[src/pwsd_pkg.sv]
// ----------------------------------------------------------------------------
// pwsd_pkg
// shared types and constants for the plaquette winding string detector
// ----------------------------------------------------------------------------
package pwsd_pkg;

    localparam int DEF_SAMPLE_BITS = 16;
    localparam int DEF_COUNT_BITS  = 32;

    localparam int WIND_BITS   = 4;
    localparam int PLANE_BITS  = 2;
    localparam int SIGN_BITS   = 2;
    localparam int OUT_CNT_BITS = 32;

    // winding values that mark a string
    localparam logic signed [WIND_BITS-1:0] WIND_POS_STRING = 4'sd2;
    localparam logic signed [WIND_BITS-1:0] WIND_NEG_STRING = -4'sd2;

    typedef enum logic [SIGN_BITS-1:0] {
        SIGN_NONE = 2'd0,
        SIGN_POS  = 2'd1,
        SIGN_NEG  = 2'd2
    } string_sign_t;

    // result of one loop edge
    typedef struct packed {
        logic crossing;  // imaginary parts of the endpoints have opposite signs
        logic up;        // cross product comparison favors +1
    } edge_turn_t;

endpackage

[src/pwsd_edge.sv]
// ----------------------------------------------------------------------------
// pwsd_edge
// real-axis crossing test and turn direction for one plaquette edge
// ----------------------------------------------------------------------------
module pwsd_edge
    import pwsd_pkg::*;
#(
    parameter int SAMPLE_BITS = DEF_SAMPLE_BITS
)
(
    input  logic signed [SAMPLE_BITS-1:0] a_re,
    input  logic signed [SAMPLE_BITS-1:0] a_im,
    input  logic signed [SAMPLE_BITS-1:0] b_re,
    input  logic signed [SAMPLE_BITS-1:0] b_im,
    output edge_turn_t                    turn
);

    localparam int PROD_BITS = 2 * SAMPLE_BITS;

    logic signed [PROD_BITS-1:0] prod_ab;
    logic signed [PROD_BITS-1:0] prod_ba;
    logic                        a_pos;
    logic                        a_neg;
    logic                        b_pos;
    logic                        b_neg;

    assign prod_ab = PROD_BITS'(a_im) * PROD_BITS'(b_re);
    assign prod_ba = PROD_BITS'(a_re) * PROD_BITS'(b_im);

    assign a_neg = a_im[SAMPLE_BITS-1];
    assign b_neg = b_im[SAMPLE_BITS-1];
    assign a_pos = !a_neg && (a_im != '0);
    assign b_pos = !b_neg && (b_im != '0);

    // a zero imaginary part never crosses
    assign turn.crossing = (a_pos && b_neg) || (a_neg && b_pos);
    // equal cross products count as -1
    assign turn.up       = prod_ab > prod_ba;

endmodule

[config.mk]
export PLATFORM = sky130hd
export DESIGN_NAME = pwsd_edge
export DESIGN_NICKNAME = d
export VERILOG_FILES = /design/src/pwsd_pkg.sv /design/src/pwsd_edge.sv
export SDC_FILE = /design/constraint.sdc
export NUM_CORES = 1
export LEC_CHECK = 0
export ABC_AREA = 1
export BUFFER_PORTS_ARGS = -buffer_cell sky130_fd_sc_hd__buf_4
export CORE_MARGIN = 4
export CORE_UTILIZATION = 55
export DETAILED_ROUTE_END_ITERATION = 10
export PLACE_DENSITY = 0.72
export SETUP_SLACK_MARGIN = 0.3
export SYNTH_ARGS = -nofsm -noshare
export SYNTH_HDL_FRONTEND = slang
export SYNTH_SLANG_ARGS = --single-unit
[constraint.sdc]
create_clock -name vclk -period 8.4
set_input_delay 0.42 -clock vclk [all_inputs]
set_output_delay 0.42 -clock vclk [all_outputs]
set_load 0.03 [all_outputs]
==> out/qor.yml, run 1 <==
outcome:
  status: "completed"
placed_design:
  port_buffers: 66
  place_hpwl_mm: 45.5
  gp_congestion: 0.900
  post_dp_cell_area_sq_um: 22700
global_route:
  busiest_layer: "met2"
  met1_usage_pct: 36.7
  grtUsageMet3_pct: 1.70
  antenna_found_initial: 0
  grtUsageTotal_pct: 24.6
  grt_pass1_wl_mm: 90.1
  grt_max_degree: 19
  grtUsageMet2_pct: 41.5
  overflow: 0
  first_global_vias: 18681
critical_path:
  crit_type: "in2out"
  cp_max_fo: 18
  cp.required_ns: 7.98
  end_kind: "output port"
  start_kind: "primary input"
  worst-endpoint-arrival_ns: 7.41
finish:
  final.fill_count: 3611
  sequential_cell_total: 0
  multi_input_area_sq_um: 18200
  final_cell_mix: "inv_1, nand2_1, fa_1, ha_1, nor2_1"
  areaGrowthSynthToFinish_pct: 3.91
  antennaDiodeCount: 0
  ff_latch_area_sq_um: 0
  drive_gt1_share_pct: 5.00
  final_common_cell: "inv_1"
  fin_nets: 3646
  nClkBuffers: 0
  fin_area_sq_um: 22900
die:
  core-area_sq_um: 39100
  start_util_pct: 56.2
  row_count: 72
  dieArea_sq_um: 43200
  die_w_um: 208
  ios: 66
  fp.dieH_um: 208
clocking:
  holdBufCountCts: 0
synth:
  yosys.area.top_type: "fa_1"
  netlist_area_sq_um: 22000
  ys_seq_area_share_pct: 0
  synth_area_leaders: "fa_1, inv_1, nand2_1, ha_1, clkbuf_1"
  synth.top_cell.area_share_pct: 47.7
  postSynthCellCount: 2903
  synth.net_count: 3687
  avgSynthCellArea_sq_um: 7.58
  yosys_warnings: 0
  ys_types: 37
flow_run:
  maxCapViolations: 0
route:
  num_vias: 17384
  avgViaCountPerCell: 5.15
  routed_wl_mm: 52.0
  drc_errors: 0
  antenna_left: 0
  routedWlPerCell_um: 15.4
  dr.pass1.iters: 5
  drt_iter0_markers: 1045
sta:
  finalCriticalPeriod_ns: 7.83
  hold_violations: 0
  timing.fmax_mhz: 128
  setup_viol: 0
  tightest_slew_ns: 0.672
  slew_headroom_pct: 55.1
  rsz0062_at_grt: "no"
  tns_ns: 0
  post-route-period-util_pct: 93.3
  holdWs_ns: 1.39
  slew_viol_final: 0
min_path:
  hold_class: "in2out"
## routing by layer
layer  vias up  routed length [um]
met5         -                   0
met4         0                 380
met3        45                3280
met2       532               25300
met1      8701               23000
li1       8106                   -
## kinds of logic (layout without fill, tap and decap cells)
group / count (synthesis) / in the layout / synth area share (%)
buf+inv: 1032 / 989 / 17.6
simple gates: 957 / 957 / 17.8
fa+ha+maj: 720 / 720 / 58.9
compound gates: 141 / 141 / 3.62
xor+xnor: 53 / 53 / 2.11
## area by class of cell
type	instances	share of cell area [%]
multi-input combinational	1871	79.6
inverter	912	15.0
tap	518	2.84
timing repair buffer	77	2.53
## path summary, 6_finish.rpt
| check | slack, ns | depth (start not counted) | from | end |
|---|---|---|---|---|
| worst max-delay path | 0.57 | 27 | a_im[15] | turn[0] |
| worst min-delay path | 1.39 | 4 | a_im[15] | turn[1] |
## per-stage QoR
| step | setup slack [ns] | cells | utilization [%] |
|---|---|---|---|
| 4_1_cts | 0.320 | 3368 | 58.1 |
| 3_3_place_gp | 0.280 | 3368 | 58.0 |
| 2_1_floorplan | 1.30 | 2903 | - |
| 5_1_grt | 0.291 | 3378 | 58.4 |
| 3_5_place_dp | 0.302 | 3368 | 58.0 |
| 6_report | 0.567 | 3378 | 58.4 |
## critical path, cell delays in order
cell	delay (ns)
buf_4	0.19
nand2_1	0.14
inv_1	0.09
fa_2	0.62
inv_1	0.11
fa_1	0.59
clkinvlp_4	0.22
buf_4	0.20
fa_1	0.46
fa_1	0.57
fa_1	0.43
fa_1	0.44
ha_1	0.38
nand2_1	0.13
o21ai_0	0.54
nor2_1	0.12
nand3_1	0.20
xor2_1	0.11
ha_1	0.28
nand2_1	0.04
nor2_1	0.11
nand2_2	0.10
nor3_4	0.23
nand4_1	0.27
nand2_1	0.14
nor2_1	0.06
buf_4	0.17
## timing repair
item / in CTS / in global routing
pin swaps: 0 / 6
buffers inserted: 0 / 10
setup endpoints to repair: 1 / 1
gates resized for setup: 2 / 20
gates cloned: 0 / 0
## Yosys cell counts, types with 6 or more instances
cell type	count
xnor2_1	27
nand4_1	20
inv_1	908
xor2_1	26
clkbuf_1	119
nand2_1	707
o21ai_1	8
a21o_1	7
nand2_2	11
nor4_1	7
o21ai_0	29
nor3_2	6
a21oi_1	71
ha_1	196
fa_1	524
o21bai_1	9
or2_2	12
nor2_1	106
nand3_1	57
nor3_1	12
Power of run 1 is not shown: default switching activity piles up to over one toggle a cycle in this logic, so the estimate is an artifact.
==> inputs of run 2 (changes only) <==
--- a/config.mk
+++ b/config.mk
@@ -6,11 +6,11 @@
 export NUM_CORES = 1
 export LEC_CHECK = 0
 export ABC_AREA = 1
-export BUFFER_PORTS_ARGS = -buffer_cell sky130_fd_sc_hd__buf_4
 export CORE_MARGIN = 4
 export CORE_UTILIZATION = 55
 export DETAILED_ROUTE_END_ITERATION = 10
-export PLACE_DENSITY = 0.72
+export DONT_BUFFER_PORTS = 1
+export PLACE_DENSITY = 0.7
 export SETUP_SLACK_MARGIN = 0.3
 export SYNTH_ARGS = -nofsm -noshare
 export SYNTH_HDL_FRONTEND = slang
==> out/qor.yml, run 2 (synthesized netlist as in run 1, its figures left out) <==
outcome:
  status: "completed"  # unchanged
sta:
  setup_slack_ns: 0.730  # was 0.567 ns
  timing.fmax_mhz: 130  # was 128 MHz
  setup_viol: 0  # unchanged
  tightest_slew_ns: 0.687  # was 0.672 ns
  finalCriticalPeriod_ns: 7.67  # was 7.83 ns
  post-route-period-util_pct: 91.3  # was 93.3%
  tns_ns: 0  # unchanged
  hold_violations: 0  # unchanged
  rsz0062_at_grt: "no"  # unchanged
  slew_headroom_pct: 54.2  # was 55.1%
  slew_viol_final: 0  # unchanged
placed_design:
  port_buffers: 0  # was 66
  gp_congestion: 0.876  # was 0.900
  numPlacedInstances: 3303  # was 3368
  place_ws_ns: 0.660  # was 0.302 ns
  place_hpwl_mm: 45.5  # about the same
die:
  fp.dieH_um: 208  # unchanged
  start_util_pct: 56.2  # unchanged
  core-area_sq_um: 39100  # unchanged
  ios: 66  # unchanged
  row_count: 72  # unchanged
  dieArea_sq_um: 43200  # unchanged
  die_w_um: 208  # unchanged
finish:
  multi_input_area_sq_um: 18100  # was 18200 sq um
  areaGrowthSynthToFinish_pct: 1.01  # was 3.91%
  ff_latch_area_sq_um: 0  # unchanged
  final_cell_mix: "inv_1, nand2_1, fa_1, ha_1, nor2_1"  # unchanged
  fin_nets: 3571  # was 3646
  final_cells: 3304  # was 3378
  final.fill_count: 3738  # was 3611
  sequential_cell_total: 0  # unchanged
  nClkBuffers: 0  # unchanged
  final_common_cell: "inv_1"  # unchanged
  drive_gt1_share_pct: 1.87  # was 5.00%
min_path:
  hold_class: "in2out"  # unchanged
  min-delay-start: "a_im[15]"  # unchanged
  holdPathStages: 2  # was 4
  hold_end: "turn[1]"  # unchanged
clocking:
  cts_setup_buffers: 0  # unchanged
  holdBufCountCts: 0  # unchanged
critical_path:
  path_buf_inv: 4  # was 6
  start_kind: "primary input"  # unchanged
  crit_type: "in2out"  # unchanged
  cp_top_family: "adder cells"  # unchanged
  cp_slowest_cell: "or2_2"  # was fa_2
  cp.required_ns: 7.98  # about the same
  critPathMaxStageDelay_ns: 0.49  # was 0.62 ns
  end_kind: "output port"  # unchanged
  path_common_cell: "fa_1"  # unchanged
  cp_max_fo: 15  # was 18
  worst-endpoint-arrival_ns: 7.25  # was 7.41 ns
route:
  num_vias: 17226  # was 17384
  antenna_left: 0  # unchanged
  drt_iter0_markers: 1192  # was 1045
  drc_errors: 0  # unchanged
  dr.pass1.iters: 5  # unchanged
  avgViaCountPerCell: 5.21  # was 5.15
  routed_wl_mm: 52.1  # was 52.0 mm
  routedWlPerCell_um: 15.8  # was 15.4 um
global_route:
  first_global_vias: 18586  # was 18681
  grt_max_degree: 19  # unchanged
  antenna_found_initial: 1  # was 0
  overflow: 0  # unchanged
  grt_pass1_wl_mm: 90.3  # was 90.1 mm
  grtUsageTotal_pct: 24.9  # was 24.6%
flow_run:
  maxCapViolations: 0  # unchanged
[run 2: cell types whose count changed in the layout (fill, tap and decap cells not counted), sizes merged]
cell	before	now
buf	77	2
clkinvlp	2	0
inv	909	911
diode	0	1
[run 2: routing by layer]
| metal | up-vias | wire length (um) | GRT usage (%) |
|---|---|---|---|
| met2 | 595 | 24800 | 41.5 |
| li1 | 7955 | - | - |
| met4 | 0 | 1290 | 5.14 |
| met3 | 105 | 3480 | 2.94 |
| met5 | - | 0 | 0 |
| met1 | 8571 | 22500 | 35.6 |
[run 2: worst max-delay path by stage]
| stage | startpoint | to | slack (ns) | cells after the start |
|---|---|---|---|---|
| after CTS | b_im[1] | turn[0] | 0.63 | 28 |
| final | b_im[15] | turn[0] | 0.73 | 27 |
| after detailed placement | b_im[15] | turn[0] | 0.66 | 27 |
| after global routing | b_im[1] | turn[0] | 0.36 | 28 |
| after floorplan | a_im[15] | turn[0] | 1.30 | 31 |
| after global placement | b_im[15] | turn[0] | 0.67 | 27 |
[run 2: timing repair]
item                                    in CTS  in global routing
hold endpoints to repair                     0                  0
gates resized for setup                      0                  2
endpoints found under the setup margin       0                  1
[run 2: cell type report]
class	count	share of cell area, %
repair buffers	2	0.0676
diodes	1	0.0113
multi-input cells	1871	81.6
inverters	912	15.4
well taps	518	2.92
[run 2: stage by stage]
stage	util, %	hold slack [ns]	cell area, sq um
floorplan	-	1.21	22000
global placement	56.8	1.12	22200
finish	56.8	1.14	22200
CTS	56.8	1.13	22200
detailed placement	56.8	1.13	22200
global route	56.8	1.14	22200
Power of run 2 is left out for the same reason.
