### config.mk
export PLATFORM = sky130hd
export DESIGN_NAME = pwsd_count
export DESIGN_NICKNAME = d
export VERILOG_FILES = /design/src/pwsd_pkg.sv /design/src/pwsd_count.sv
export SDC_FILE = /design/constraint.sdc
export NUM_CORES = 1
export LEC_CHECK = 0
export ABC_CLOCK_PERIOD_IN_PS = 4500
export BUFFER_PORTS_ARGS = -buffer_cell sky130_fd_sc_hd__buf_2
export CAP_MARGIN = 10
export CORE_UTILIZATION = 35
export DETAILED_ROUTE_END_ITERATION = 12
export GPL_TIMING_DRIVEN = 0
export SYNTH_ARGS = -nofsm -noshare
export SYNTH_HDL_FRONTEND = slang
export SYNTH_SLANG_ARGS = --single-unit
### constraint.sdc
create_clock -name vclk -period 4.5
set_input_delay 0.45 -clock vclk [all_inputs]
set_output_delay 0.45 -clock vclk [all_outputs]
set_load 0.01 [all_outputs]
### src/pwsd_pkg.sv
// ----------------------------------------------------------------------------
// pwsd_pkg
// shared types and constants for the plaquette winding string detector
// ----------------------------------------------------------------------------
package pwsd_pkg;

    localparam int DEF_SAMPLE_BITS = 16;
    localparam int DEF_COUNT_BITS  = 32;

    localparam int WIND_BITS   = 4;
    localparam int PLANE_BITS  = 2;
    localparam int SIGN_BITS   = 2;
    localparam int OUT_CNT_BITS = 32;

    // winding values that mark a string
    localparam logic signed [WIND_BITS-1:0] WIND_POS_STRING = 4'sd2;
    localparam logic signed [WIND_BITS-1:0] WIND_NEG_STRING = -4'sd2;

    typedef enum logic [SIGN_BITS-1:0] {
        SIGN_NONE = 2'd0,
        SIGN_POS  = 2'd1,
        SIGN_NEG  = 2'd2
    } string_sign_t;

    // result of one loop edge
    typedef struct packed {
        logic crossing;  // imaginary parts of the endpoints have opposite signs
        logic up;        // cross product comparison favors +1
    } edge_turn_t;

endpackage

### src/pwsd_count.sv
// ----------------------------------------------------------------------------
// pwsd_count
// saturating string and chirality counter update
// ----------------------------------------------------------------------------
module pwsd_count
    import pwsd_pkg::*;
#(
    parameter int COUNT_BITS = DEF_COUNT_BITS
)
(
    input  logic                         clear,
    input  string_sign_t                 sign,
    input  logic        [COUNT_BITS-1:0] count_cur,
    input  logic signed [COUNT_BITS-1:0] chiral_cur,
    output logic        [COUNT_BITS-1:0] count_next,
    output logic signed [COUNT_BITS-1:0] chiral_next
);

    localparam logic        [COUNT_BITS-1:0] CNT_MAX = '1;
    localparam logic signed [COUNT_BITS-1:0] CHI_MAX = {1'b0, {(COUNT_BITS-1){1'b1}}};
    localparam logic signed [COUNT_BITS-1:0] CHI_MIN = {1'b1, {(COUNT_BITS-1){1'b0}}};

    logic        [COUNT_BITS-1:0] count_base;
    logic signed [COUNT_BITS-1:0] chiral_base;

    assign count_base  = clear ? '0 : count_cur;
    assign chiral_base = clear ? '0 : chiral_cur;

    always_comb
    begin
        count_next  = count_base;
        chiral_next = chiral_base;
        case (sign)
            SIGN_POS:
            begin
                if (count_base != CNT_MAX)
                    count_next = count_base + 1'b1;
                if (chiral_base != CHI_MAX)
                    chiral_next = chiral_base + 1'b1;
            end
            SIGN_NEG:
            begin
                if (count_base != CNT_MAX)
                    count_next = count_base + 1'b1;
                if (chiral_base != CHI_MIN)
                    chiral_next = chiral_base - 1'b1;
            end
            default:
            begin
                count_next  = count_base;
                chiral_next = chiral_base;
            end
        endcase
    end

endmodule

==> metrics, run 1 <==
share of cells above drive strength 1 26.1%; final-stage net count 806; Hold Fails Final Rpt 0; hold endpoint count_next[8]; hold-critical path depth 3; Tcrit/Tclk final 95.2%; Crit Path Class in -> out; seq_cells 0; Yosys cell types 77; Crit path top cell by count buf_2; Core Region 10,500 um2; hold_sp count_cur[8]; First-pass DRT Iterations 6; most common cell after layout, fill and taps aside buf_2; CP delay by family, top compound AO/OA/AOI/OAI gates; initial drt markers 690; fin crit period 4.28 ns; via/cell ratio 6.65; Layout area overhead 22.0%; Worst Setup End Kind primary output; fin. max-slew vios 0; Worst setup SP type input pin; Synth Instances 607; standard-cell rows 37; All-Layer GR Usage 33.4%; clk_buf instances 0; final setup violation count 0; cells along the critical path buf_2 -> buf_4 -> clkinvlp_4 -> nand2_1 -> ha_1 -> o21ai_1 -> a2111oi_2 -> and4_1 -> o32ai_1 -> nand3b_1 -> buf_2; gpl congestion 1.03; RSZ-0062 raised after global routing no; Die Area 11,400 um2; max incr delay on CP 0.74 ns; first-pass GRT wire length 29.8 mm; Fmax 0.233 GHz; Die Y 107 um; pin count of the biggest net entering global routing 20; crit path buf inv count 4; Max-Cap Viols 0; Worst path slowest cell a2111oi_2; status complete, no violations; Tot Pwr 417 uW; Worst path depth 11; highest-count cells in the layout ignoring fill and taps buf_2 (134), nor2_1 (69), nand2_1 (62), nor2b_1 (39), nand3_1 (37); Hold Crit Class in -> out; Mapped Area 3840 um2; Initial Util 36.7%; CP max FO 19; via count 5,770; slew margin rel. 36.7%; number of placed I/O pins 131; critical path arrival 3.83 ns; FF/Latch Area 0 um2; initial antenna violation count 0; port bufs 124; CP required 4.05 ns; worst setup margin 0.215 ns; vias in the first global route 5,275; Yosys warnings 0; Syn Nets 679; DRC violations left 0; dpl hpwl 15.1 mm; pwr dens 89.0 nW/um2; hold slack 1.23 ns; post-route cell area 4690 um2; Placed Instance Area 4630 um2; Die X 107 um; Avg Cell Area, Syn 6.33 um2; Leak Pwr 1.89 nW; Worst Max-Slew Pin Slew 0.941 ns; register area share after synthesis 0%; Post-DRT Antenna Nets 0; routed length per instance 22.9 um; grt ovf 0; diodes inserted 0; VDD IR max 0.0000409 V; post-place setup slack -0.996 ns; final WL 19.9 mm
==> worst max-delay path by stage <==
stage	startpoint	to	slack [ns]
finish	clear	chiral_next[26]	0.22
global route	clear	chiral_next[21]	0.08
CTS	clear	count_next[22]	0.08
detailed placement	clear	chiral_next[21]	-1.0
global placement	clear	chiral_next[21]	-1.03
floorplan	clear	chiral_next[9]	0.46
==> metrics by stage <==
step,util (%),instances,TNS (ns)
2_1_floorplan,-,607,0
3_3_place_gp,44.3,867,-37.12
3_5_place_dp,44.3,867,-37.65
4_1_cts,44.7,869,0
5_1_grt,44.8,868,0
6_report,44.8,868,0
==> final cells by class <==
class                      instances  area (um2)
timing repair buffer             129         658
tap                              136         170
multi-input combinational        546        3580
fill                            1202        5780
buffer                            42         213
inverter                          15        60.1
==> cells by family after synthesis <==
group / synth area share, %
adders and majority gates: 1.63
and+or+nand+nor: 53.6
AOI/OAI and AO/OA: 27.6
xor gates and xnor gates: 3.88
muxes: 6.19
buffers and inverters: 7.17
==> worst min-delay path, delay by kind of cell <==
kind,cells,cell delay (ns)
buffers and inverters,2,0.25
muxes,1,0.07
==> report_power, final <==
part / total [mW] / switching, mW / internal, mW
clock: 0 / 0 / 0
sequential: 0 / 0 / 0
combinational: 0.417 / 0.273 / 0.144
==> timing repair <==
item / in CTS / in global routing
hold buffers: 0 / 0
setup endpoints to repair: 62 / 18
hold endpoints to repair: 0 / 0
gates resized for setup: 7 / 4
buffers inserted: 5 / 0
pin swaps: 3 / 1
==> synthesized netlist by cell type, types with 11 or more instances <==
| cell | instances | area share (%) |
|---|---|---|
| a21oi_1 | 25 | 3.3 |
| nand4_1 | 27 | 4.4 |
| or4_1 | 15 | 2.9 |
| nand2_1 | 62 | 6.1 |
| nand3_1 | 37 | 4.8 |
| clkbuf_1 | 26 | 2.5 |
| nor2b_1 | 40 | 6.5 |
| and3_1 | 12 | 2.0 |
| nor3_1 | 29 | 3.8 |
| o21ai_0 | 23 | 3.0 |
| xnor2_1 | 11 | 2.5 |
| nor4_1 | 11 | 1.8 |
| inv_1 | 13 | 1.3 |
| nor2_1 | 69 | 6.7 |
| o211ai_1 | 11 | 2.1 |
| mux2_2 | 13 | 3.8 |
| buf_2 | 13 | 1.7 |
==> per-layer routing <==
metal  GRT usage (%)  vias to the layer above  share of wire [%]
met4            12.8                        0                3.9
met1            45.5                     2732                 42
met3            4.19                       61                9.9
li1                -                     2595                  -
met2            53.5                      382                 45
met5               0                        -                  0
(Power assumes the default switching activity.)
==> run 2: changes to the inputs <==
--- a/config.mk
+++ b/config.mk
@@ -5,12 +5,14 @@
 export SDC_FILE = /design/constraint.sdc
 export NUM_CORES = 1
 export LEC_CHECK = 0
+export ABC_AREA = 1
 export ABC_CLOCK_PERIOD_IN_PS = 4500
 export BUFFER_PORTS_ARGS = -buffer_cell sky130_fd_sc_hd__buf_2
 export CAP_MARGIN = 10
 export CORE_UTILIZATION = 35
 export DETAILED_ROUTE_END_ITERATION = 12
 export GPL_TIMING_DRIVEN = 0
+export SLEW_MARGIN = 0
 export SYNTH_ARGS = -nofsm -noshare
 export SYNTH_HDL_FRONTEND = slang
 export SYNTH_SLANG_ARGS = --single-unit
==> metrics, run 2 <==
Hold Fails Final Rpt 0; status complete, no violations; largest family of logic cells by synthesized area simple AND/OR/NAND/NOR gates; Layout fillers 1,692; Setup TNS Final 0 ns; highest-count cells in the layout ignoring fill and taps nand2_1 (487), nor2_1 (153), buf_2 (139), nand3_1 (103), inv_1 (98); met3 Use GR 2.96%; slew margin rel. 43.3%; Worst setup SP type input pin; DRC violations left 0; cells along the critical path buf_6 -> inv_6 -> buf_12 -> nand2_4 -> inv_2 -> ha_1 -> inv_1 -> nor2_2 -> nand2_1 -> nor2_2 -> nand2_2 -> buf_6 -> nand2_1 -> nand2_1 -> nand2_1 -> nand2_1 -> nand2_1 -> buf_2; share of cells above drive strength 1 16.9%; Mapped Area 4990 um2; setup repair bufs after CTS 0; number of placed I/O pins 131; final-stage net count 1,305; cts repair resizes 0; Layout area overhead 17.5%; Die Y 121 um; Die Area 14,700 um2; initial drt markers 896; Yosys warnings 0; Tcrit/Tclk final 79.3%; first-pass GRT wire length 36.7 mm; Crit Path Class in -> out; Avg Cell Area, Syn 4.54 um2; gpl congestion 0.998; Pint 162 uW; grt ovf 0; switching share of power 69.1%; port bufs 130; VDD IR max 0.0000392 V; Syn Nets 1,173; Worst Max-Slew Pin Slew 0.850 ns; final WL 24.5 mm; Comb pwr share 100.0%; Crit path top cell by count nand2_1; count leader, synth nand2_1; seq_cells 0; First-pass DRT Iterations 5; ranking of synthesized cells by area nand2_1 (37%), nor2_1 (12%), nand3_1 (10%); met2 Usage GRT 52.6%; Synth area leader nand2_1; routed length per instance 17.4 um; Hold Crit Class in -> out; Leak Pwr 3.26 nW; fin. max-slew vios 0; share of the synthesized area in the top cell type 36.6%; clock power share 0%; DP Cell Count 1,411; Synth Area in XOR/XNOR 4.56%; All-Layer GR Usage 32.5%; Yosys cell types 32; critical path arrival 3.12 ns; adder-cell area share of the yosys netlist 1.25%; final std cells w/o fill 1,411; Worst path slowest cell nor2_2; RSZ-0062 raised after global routing no; diodes inserted 0; met1 Track Usage GR 44.3%; FF/Latch Area 0 um2; vias in the first global route 6,606; Worst Setup End Kind primary output; CP max FO 10; via/cell ratio 5.41; most common cell after layout, fill and taps aside nand2_1; initial antenna violation count 0; standard-cell rows 43; multiplexer share of the synthesized area 0%; GR peak layer met2; max incr delay on CP 0.31 ns; Flop pwr share 0%; synth cell count leaders nand2_1 (487), nor2_1 (153), nand3_1 (103); pin count of the biggest net entering global routing 11; final setup violation count 0; post-synthesis compound-gate area fraction 8.64%; Post-DRT Antenna Nets 0; sw power 364 uW; Fmax 0.280 GHz; Initial Util 36.0%; dpl hpwl 20.1 mm; Die X 121 um; register area share after synthesis 0%; Synth Instances 1,101; hold_buf cts 0; clk_buf instances 0; Core Region 13,900 um2; CP required 4.05 ns; post-synthesis simple-gate area fraction 72.2%; fin crit period 3.57 ns; Max-Cap Viols 0; pwr dens 89.6 nW/um2; via count 7,635; hold slack 1.30 ns
[run 2: cell types whose count changed after synthesis, sizes merged, moves of 15 or more]
cell | before | now
nand3 | 37 | 107
nor2 | 69 | 174
nor4 | 15 | 0
nor2b | 40 | 0
inv | 13 | 103
o21ai | 26 | 66
nand2 | 62 | 504
a21oi | 25 | 10
clkbuf | 26 | 10
or4 | 18 | 0
[run 2: worst max-delay path, delay by kind of cell]
| family | cells | cell delay [ns] |
|---|---|---|
| adder cells (fa/ha/maj) | 1 | 0.26 |
| buffers and inverters | 7 | 0.98 |
| AND/OR/NAND/NOR | 10 | 1.40 |
[run 2: per-stage QoR]
stage | instance area [um2] | util (%) | setup WS, ns | power, mW
final | 5870 | 42.3 | 0.932 | 0.526
after global routing | 5870 | 42.3 | 0.713 | 0.572
after CTS | 5870 | 42.3 | 0.970 | 0.515
after detailed placement | 5870 | 42.3 | 0.976 | 0.513
after global placement | 5870 | 42.3 | 0.959 | 0.514
after floorplan | 4990 | - | 1.70 | 0.309
[run 2: final cells by class]
| class | instances | area (um2) | share of cell area (%) |
|---|---|---|---|
| Inverter | 103 | 392 | 6.67 |
| Multi-Input combinational cell | 960 | 4330 | 73.8 |
| Buffer | 38 | 273 | 4.65 |
| Tap cell | 180 | 225 | 3.84 |
| Timing Repair Buffer | 130 | 651 | 11.1 |
[run 2: per-layer routing]
layer	share of wire [%]	wire (um)	vias up
met3	8.5	2090	54
met1	43	10500	3420
li1	-	-	3767
met4	3.7	918	0
met5	0	0	-
met2	45	11000	394
[run 2: path summary, 6_finish.rpt]
kind	cells past startpoint	to	from
min	4	count_next[7]	count_cur[7]
max	18	chiral_next[28]	clear
[run 2: power by group through the flow]
stage	clock network [mW]	registers, mW	logic [mW]
floorplan	0	0	0.309
global placement	0	0	0.514
detailed placement	0	0	0.513
CTS	0	0	0.515
global route	0	0	0.572
finish	0	0	0.526
[run 2: kinds of logic (layout without fill, tap and decap cells)]
| logic type | after synthesis | in the layout |
|---|---|---|
| adder cells (fa/ha/maj) | 5 | 5 |
| AO/OA/AOI/OAI | 82 | 82 |
| buffers and inverters | 141 | 271 |
| XOR/XNOR | 26 | 26 |
| AND/OR/NAND/NOR | 847 | 847 |
==> run 3: changes to the inputs <==
--- a/config.mk
+++ b/config.mk
@@ -5,8 +5,8 @@
 export SDC_FILE = /design/constraint.sdc
 export NUM_CORES = 1
 export LEC_CHECK = 0
-export ABC_AREA = 1
-export ABC_CLOCK_PERIOD_IN_PS = 4500
+export ABC_AREA = 0
+export ABC_CLOCK_PERIOD_IN_PS = 3050
 export BUFFER_PORTS_ARGS = -buffer_cell sky130_fd_sc_hd__buf_2
 export CAP_MARGIN = 10
 export CORE_UTILIZATION = 35
==> constraint.sdc (replaced) <==
create_clock -name vclk -period 3.05
set_input_delay 0.305 -clock vclk [all_inputs]
set_output_delay 0.305 -clock vclk [all_outputs]
set_load 0.01 [all_outputs]
==> metrics, run 3 (synthesis gave the netlist of run 1 again) <==
DRC violations left 0; Die Area 11,400 um2; via count 6,164; fin crit period 3.35 ns; share of cells above drive strength 1 42.5%; Max-Cap Viols 0; final std cells w/o fill 919; routed length per instance 23.4 um; First-pass DRT Iterations 5; port bufs 124; Hold Fails Final Rpt 0; hold_sp count_cur[8]; Initial Util 36.7%; Layout area overhead 54.9%; hold_buf cts 0; All-Layer GR Usage 35.9%; crit path buf inv count 2; max incr delay on CP 0.64 ns; pin count of the biggest net entering global routing 11; Worst path slowest cell or4_4; initial drt markers 509; diodes inserted 0; final WL 21.5 mm; DP Cell Count 867; VDD IR max 0.0000673 V; Critical Path Start chiral_cur[17]; via/cell ratio 6.71; final-stage net count 857; seq_cells 0; highest-count cells in the layout ignoring fill and taps buf_2 (119), nor2_1 (62), nand2_1 (56), buf_4 (41), nor2b_1 (35); Leak Pwr 2.40 nW; first-pass GRT wire length 32.2 mm; Hold Crit Class in -> out; final setup violation count 41; Worst Max-Slew Pin Slew 0.917 ns; slew margin rel. 38.0%; hold slack 0.936 ns; Layout fillers 1,056; failing checks negative setup slack; number of placed I/O pins 131; Worst setup SP type input pin; FF/Latch Area 0 um2; initial antenna violation count 0; Worst Setup End Kind primary output; gpl congestion 0.962; CP required 2.74 ns; CP max FO 8; critical path arrival 3.04 ns; RSZ-0062 raised after global routing yes; worst setup margin -0.296 ns; Placed Instance Area 4760 um2; Util after Layout 56.9%; clk_buf instances 0; Die Y 107 um; Setup TNS Final -5.23 ns; cells along the critical path buf_2 -> nand3_1 -> or4_4 -> or4_4 -> nand4_1 -> mux2_4 -> a221o_1 -> buf_2; Crit Path Class in -> out; CP delay by family, top simple AND/OR/NAND/NOR gates; post-route cell area 5950 um2; standard-cell rows 37; Fmax 0.299 GHz; status finished with violations; fin. max-slew vios 0; Core Region 10,500 um2; pwr dens 125 nW/um2; Die X 107 um; Tot Pwr 743 uW; Tcrit/Tclk final 110%; vias in the first global route 5,967; post-place setup slack -1.03 ns; Post-DRT Antenna Nets 0; dpl hpwl 14.9 mm; grt ovf 0; most common cell after layout, fill and taps aside buf_2
## run 3: path summary, 6_finish.rpt
check,to,slack (ns),cells after the start
worst max-delay path,chiral_next[22],-0.30,8
worst min-delay path,count_next[8],0.94,3
## run 3: layout make-up
| class | instances | area, um2 | share of cell area [%] |
|---|---|---|---|
| timing repair buffer | 180 | 1230 | 20.6 |
| buffer | 41 | 283 | 4.75 |
| tap | 136 | 170 | 2.86 |
| inverter | 15 | 60.1 | 1.01 |
| multi-input combinational | 547 | 4210 | 70.8 |
## run 3: power by group
group	total (mW)	internal (mW)	switching, mW
Combinational	0.743	0.286	0.457
Clock	0	0	0
Sequential	0	0	0
## run 3: layer usage
metal  vias to the layer above  GRT usage, %  wire length [um]
li1                       2690             -                 -
met1                      2927          45.3              8450
met2                       440          59.0              9660
met3                       107          4.62              2120
met4                         0          19.6              1270
met5                         -             0                 0
## run 3: timing repair
action	in CTS	in global routing
pin swaps	37	29
gates cloned	2	1
gates resized for setup	118	72
endpoints found under the setup margin	64	62
buffers inserted	43	15
